<file path="src/hdl/jetc_pkg.sv">
// Shared constants, codes and control types of the Julia escape-time classifier.
`default_nettype none

package jetc_pkg;

    localparam int FRAC_BITS   = 28;
    localparam int Z_WIDTH     = 32;
    localparam int COUNT_WIDTH = 16;
    localparam int PROD_WIDTH  = 2 * Z_WIDTH;

    // Escape radius 2: |z|^2 > 4 in the squared-product scale
    localparam logic [PROD_WIDTH-1:0] MAG_LIMIT = PROD_WIDTH'(1) << (2 * FRAC_BITS + 2);

    // Configuration register indexes
    localparam int CFG_INDEX_WIDTH = 2;
    localparam int CFG_DATA_WIDTH  = 32;
    localparam logic [CFG_INDEX_WIDTH-1:0] CFG_C_REAL   = 2'd0;
    localparam logic [CFG_INDEX_WIDTH-1:0] CFG_C_IMAG   = 2'd1;
    localparam logic [CFG_INDEX_WIDTH-1:0] CFG_MAX_ITER = 2'd2;

    localparam logic signed [Z_WIDTH-1:0] C_REAL_RESET   = -32'sd536870912;
    localparam logic signed [Z_WIDTH-1:0] C_IMAG_RESET   = '0;
    localparam logic [COUNT_WIDTH-1:0]    MAX_ITER_RESET = 16'd256;

    // floor(x / 10) == (x * RECIP10) >> RECIP10_SHIFT for every 16-bit x
    localparam logic [COUNT_WIDTH-1:0] RECIP10       = 16'hCCCD;
    localparam int                     RECIP10_SHIFT = 19;
    localparam int                     DIV_WIDTH     = 2 * COUNT_WIDTH - RECIP10_SHIFT;

    // Color band codes
    localparam int BAND_WIDTH = 3;
    localparam logic [BAND_WIDTH-1:0] BAND_INSIDE = 3'd0;
    localparam logic [BAND_WIDTH-1:0] BAND_ORANGE = 3'd1;
    localparam logic [BAND_WIDTH-1:0] BAND_RED    = 3'd2;
    localparam logic [BAND_WIDTH-1:0] BAND_BLUE   = 3'd3;
    localparam logic [BAND_WIDTH-1:0] BAND_YELLOW = 3'd4;
    localparam logic [BAND_WIDTH-1:0] BAND_GREEN  = 3'd5;
    localparam logic [BAND_WIDTH-1:0] BAND_CYAN   = 3'd6;

    typedef struct packed {
        logic load;    // latch a new start point, clear the count
        logic mul;     // register the three products of the current z
        logic step;    // write z^2 + c back and count one step
        logic finish;  // load the result register
    } jetc_cmd_t;

    typedef struct packed {
        logic stop;    // escaped or count at the limit
    } jetc_status_t;

endpackage

`default_nettype wire

</file>
<file path="src/hdl/jetc_ctrl.sv">
// Sequencer of the escape-time iteration and owner of the result valid flag.
`default_nettype none

module jetc_ctrl import jetc_pkg::*; (
    input  wire logic         clk,
    input  wire logic         rst_n,
    input  wire logic         in_valid,
    output logic              in_ready,
    output logic              out_valid,
    input  wire logic         out_ready,
    input  wire jetc_status_t status,
    output jetc_cmd_t         cmd
);

    typedef enum logic [3:0] {
        S_IDLE   = 4'b0001,
        S_MUL    = 4'b0010,
        S_EVAL   = 4'b0100,
        S_FINISH = 4'b1000
    } state_t;

    state_t state_reg, state_next;
    logic   out_valid_reg, out_valid_next;

    assign in_ready  = (state_reg == S_IDLE);
    assign out_valid = out_valid_reg;

    always_comb
    begin
        state_next     = state_reg;
        out_valid_next = out_valid_reg;
        cmd            = '0;
        if (out_valid_reg && out_ready)
        begin
            out_valid_next = 1'b0;
        end
        unique case (state_reg)
            S_IDLE:
            begin
                if (in_valid)
                begin
                    cmd.load   = 1'b1;
                    state_next = S_MUL;
                end
            end
            S_MUL:
            begin
                cmd.mul    = 1'b1;
                state_next = S_EVAL;
            end
            S_EVAL:
            begin
                if (status.stop)
                begin
                    state_next = S_FINISH;
                end
                else
                begin
                    cmd.step   = 1'b1;
                    state_next = S_MUL;
                end
            end
            S_FINISH:
            begin
                // hold until the result register is free or being emptied
                if (!out_valid_reg || out_ready)
                begin
                    cmd.finish     = 1'b1;
                    out_valid_next = 1'b1;
                    state_next     = S_IDLE;
                end
            end
            default:
            begin
                state_next = S_IDLE;
            end
        endcase
    end

    always_ff @(posedge clk or negedge rst_n)
    begin
        if (!rst_n)
        begin
            state_reg     <= S_IDLE;
            out_valid_reg <= 1'b0;
        end
        else
        begin
            state_reg     <= state_next;
            out_valid_reg <= out_valid_next;
        end
    end

endmodule

`default_nettype wire

</file>
<file path="config.mk">
export PLATFORM = sky130hd
export DESIGN_NAME = jetc_ctrl
export DESIGN_NICKNAME = d
export VERILOG_FILES = /design/src/hdl/jetc_pkg.sv /design/src/hdl/jetc_ctrl.sv
export SDC_FILE = /design/constraint.sdc
export NUM_CORES = 1
export LEC_CHECK = 0
export BUFFER_PORTS_ARGS = -buffer_cell sky130_fd_sc_hd__buf_2
export CORE_AREA = 2 2 39 41
export DETAILED_ROUTE_END_ITERATION = 10
export DIE_AREA = 0 0 41 43
export SKIP_CTS_REPAIR_TIMING = 1
export SYNTH_ARGS = -nofsm -noshare
export SYNTH_HDL_FRONTEND = slang
export SYNTH_SLANG_ARGS = --single-unit
</file>
<file path="constraint.sdc">
create_clock -name clk -period 1 [get_ports clk]
set_input_delay 0 -clock clk [delete_from_list [all_inputs] [get_ports clk]]
set_output_delay 0 -clock clk [all_outputs]
set_load 0.005 [all_outputs]
</file>
* Word level (Yosys, flattened, before mapping) *
Cells that the tools add are included.

cells by class
  multipliers = 0
  mux-type cells = 14
  order comparisons = 0
  shifts and indexed selects = 0
  divide/modulo/power cells = 0
  equality and inequality tests = 6
  add/sub/neg operators = 0
  bitwise operators = 0
  reduce and logical (&&, ||, !) cells = 4

operators by type and width
  cell                count
  $pmux 4 s4          1
  $mux 4              3
  $mux 1              10
  $eq 4x1->1 const B  1
  $eq 4x2->1 const B  1
  $eq 4x3->1 const B  1
  $eq 4x4->1 const B  1
  $ne 2x2->1 const B  2
  $reduce_and 2->1    1
  $logic_and 1x1->1   1
  $logic_not 1->1     1
  $logic_or 1x1->1    1

storage, ports and cells
  ROM bits = 0
  memories = 0
  input bits = 5
  logic and storage cells = 26
  RAM bits = 0
  output and inout port bits = 6
  bits in latches = 0
  bits in registers = 5

* Depth between registers and ports, before layout *
  depth in word-level cells = 4
  mapped depth = 3
  mapped depth without buffers = 3

* Least setup slack after synthesis *
Ideal clock, no wire load.

  path kind = register -> register
  start point = register state_reg[0]
  end point = register state_reg[0]
  arrival = 1016 ps
  slack = -108 ps
  setup time = 92 ps
  data required time = 908 ps
  cell stages (with the launch flop) = 4
  period minus slack after synthesis = 1108 ps
  path buffers = 0
  cell sequence = dfstp_2 > nor4b_4 > and2_4 > a211oi_2

on the way
  longest elaborated chain between the ends = 3
  elaborated cells between the ends (all ways) = 8
  those cells by class = eq/ne (6); mux (1); reduce/logical (1)

ends and longest elaborated chain
  element                     line             text
  start: declaration          jetc_ctrl.sv:22  state_t state_reg, state_next;
  start signal: assignment    jetc_ctrl.sv:89  state_reg <= state_next;
  $eq 4x1->1 (*)              --
  via in_ready                jetc_ctrl.sv:8   output logic in_ready,
  $ne 2x2->1 (no line)        --
  $reduce_and 2->1 (no line)  --

The timed path passes the listed nets; every way through them passes the cells marked *.
A chain may end at the register's enable or synchronous reset.

==> reports/metrics.csv <==
metric;value;unit
die area;1760;sq um
max reg flops;4;
Yosys top cell by area;dfrtp_1;
per-cell routed wire length;11.2;microns
First-pass DRT Iterations;2;
f_max;0.773;GHz
Hold Path Class;in -> async;
Syn Nets;32;
average size of a mapped cell;10.6;sq um
max-slew violations;0;
initial core utilization;0.207;
initial antenna violation count;0;
Finished Layout Cells;65;
CTS Buf Count;3;
final worst setup slack;-293;ps
Max-slew headroom;0.796;
layout cells sized above 1;0.612;
cell leakage power;0.226;nW
Post-Route WL;731;microns
Critical Path Source Type;flop;
Final min period;1290;ps
ANT nets after route;0;
Final Hold Fails;0;
Vias per Instance;4.57;
vias in the first global route;285;
CTS root buffer;clkbuf_4;
Max-cap violations;0;
vias post-DR;297;
Longest Clk Path Bufs;2;
worst path required time;1000;ps
DP Wirelength;503;microns
IO Count;11;
Synth top area share;0.349;
Ys Warns;0;
sequential-to-total area share from yosys stat;0.441;
Die H;43;microns
Clock Skews;4.96;ps
die width;41;microns
Comb pwr share;0.476;
status;finished, violations left;
largest net degree at the start of global routing;8;
# port buffers;10;
Critical Path End Type;output port;
Worst-path clk slew;50;ps
CP max FO;4;
RePlAce Congestion;0.706;
Cell Int Power;0.766;mW
post-synthesis cell type count;20;
diode count;0;
Cells after Synth;27;
Setup CP Type;reg -> out;
Cell Rows;14;
DP Area;372;sq um
top cells by area, synth;dfrtp_1 35%, dfstp_2 9.2%, nor4b_4 8.3%, inv_1 5.2%, nor4b_2 5.2%;
H-tree depth;1;
clock sink total;5;
unrepaired setup endpoints after global routing;true;
failing checks;setup timing;
Final #Nets;55;
first-pass GRT wire length;1.19;mm
number of synthesized register bits;5;
power share of the sequential group;0.314;
placed cells;55;
CTS tree;done;
total power draw;1.13;mW
core box area;1380;sq um
insertion delay to the later sink of the worst-skew pair;250;ps
CP arrival;1290;ps
DR iter-0 viols;2;
peak supply drop;0.628;mV
fin area;473;sq um
Final setup viols;7;
Net Sw Frac;0.320;
Clock power frac;0.210;
actual slew at the worst max-slew pin;305;ps
Layout area overhead;65.1;%
Remaining Overflow, GRT;0;
Switch Pwr;0.360;mW
GRT Util Overall;0.105;
DR DRC count;0;
PD cells;2380;nW/um^2
Post-Syn Area;287;sq um
Final period util;1.29;
critical path, cell delays in order, from the launching register on:
cell	delay, ps
dfstp_2	550
nor4b_4	220
and2_4	190
buf_6	90
layout make-up:
cell class | instances | area [sq um]
repair buffers | 18 | 128
inverters | 4 | 15.0
clock inverters | 1 | 5.00
multi-input cells | 18 | 153
flip-flops and latches | 5 | 130
fillers | 151 | 911
well taps | 16 | 20.0
clock buffers | 3 | 22.5
power groups by stage:
stage / logic (mW) / clock network, mW / registers [mW]
after floorplan: 0.212 / 0 / 0.339
after CTS: 0.371 / 0.253 / 0.355
after detailed placement: 0.368 / 0 / 0.360
final: 0.536 / 0.236 / 0.354
after global routing: 0.586 / 0.264 / 0.362
after global placement: 0.372 / 0 / 0.352
synthesized netlist by cell type:
master and number:
nor2_1 1, nor3b_1 1, dfrtp_1 4, nand4bb_1 1
nand2_1 1, and2_4 1, nor4_1 1, nor4b_4 1
nand3_1 1, nor4b_1 1, a211oi_2 1, o21ai_0 2
nand2b_1 1, nor3_1 1, nor4b_2 1, a21oi_1 1
dfstp_2 1, a31oi_1 1, inv_1 4, and2_1 1
cells by family (layout without fill, tap and decap cells):
family | Yosys count | after routing | synth area share
and+or+nand+nor | 13 | 13 | 0.389
AOI/OAI and AO/OA | 5 | 5 | 0.118
DFF | 5 | 5 | 0.441
buffers and inverters | 4 | 26 | 0.0524
through the flow:
stage / TNS, ps / hold slack, ps / utilization / worst slack [ps]
final: -1540 / 96.5 / 0.342 / -293
after global routing: -2220 / 114 / 0.342 / -371
after CTS: -1750 / -451 / 0.288 / -361
after detailed placement: -279 / -177 / 0.269 / -92.7
after global placement: -289 / -179 / 0.269 / -64.8
after floorplan: -105 / -296 / - / -105
metal layers:
| metal | global-route usage | share of wire |
|---|---|---|
| met1 | 0.115 | 0.40 |
| met2 | 0.147 | 0.54 |
| met3 | 0.0524 | 0.062 |
| met4 | 0.0800 | 0 |
| met5 | 0 | 0 |
final timing paths:
kind	start	end	slack (ps)	depth (start not counted)
min in group clk	in_valid	state_reg[1]	110	3
max in group asynchronous	rst_n	state_reg[0]	690	2
worst max-delay path	state_reg[0]	cmd[3]	-290	3
worst min register to register	state_reg[1]	state_reg[1]	540	1
worst max register to register	state_reg[0]	state_reg[0]	-180	4
worst min-delay path	rst_n	state_reg[3]	100	2
placed cells by master, fill, tap and decap left out:
master and count:
o21ai_1 2, dfstp_2 1, nor4b_2 1, nand3_2 1, a21oi_1 1, nor4b_4 1
nor4_1 1, nor3_1 1, nor2_2 1, dfrtp_1 1, nor3b_1 1, buf_2 8
inv_1 4, buf_6 2, nand2b_1 1, clkinv_2 1, a31oi_1 1, dlygate4sd3_1 2
nor4b_1 1, buf_4 6, and2_4 1, dfrtp_2 3, and2_1 1, nand2_1 1
nand4bb_1 1, clkbuf_4 3, a211oi_2 1
No activity file was read; power rests on OpenSTA's default activity.
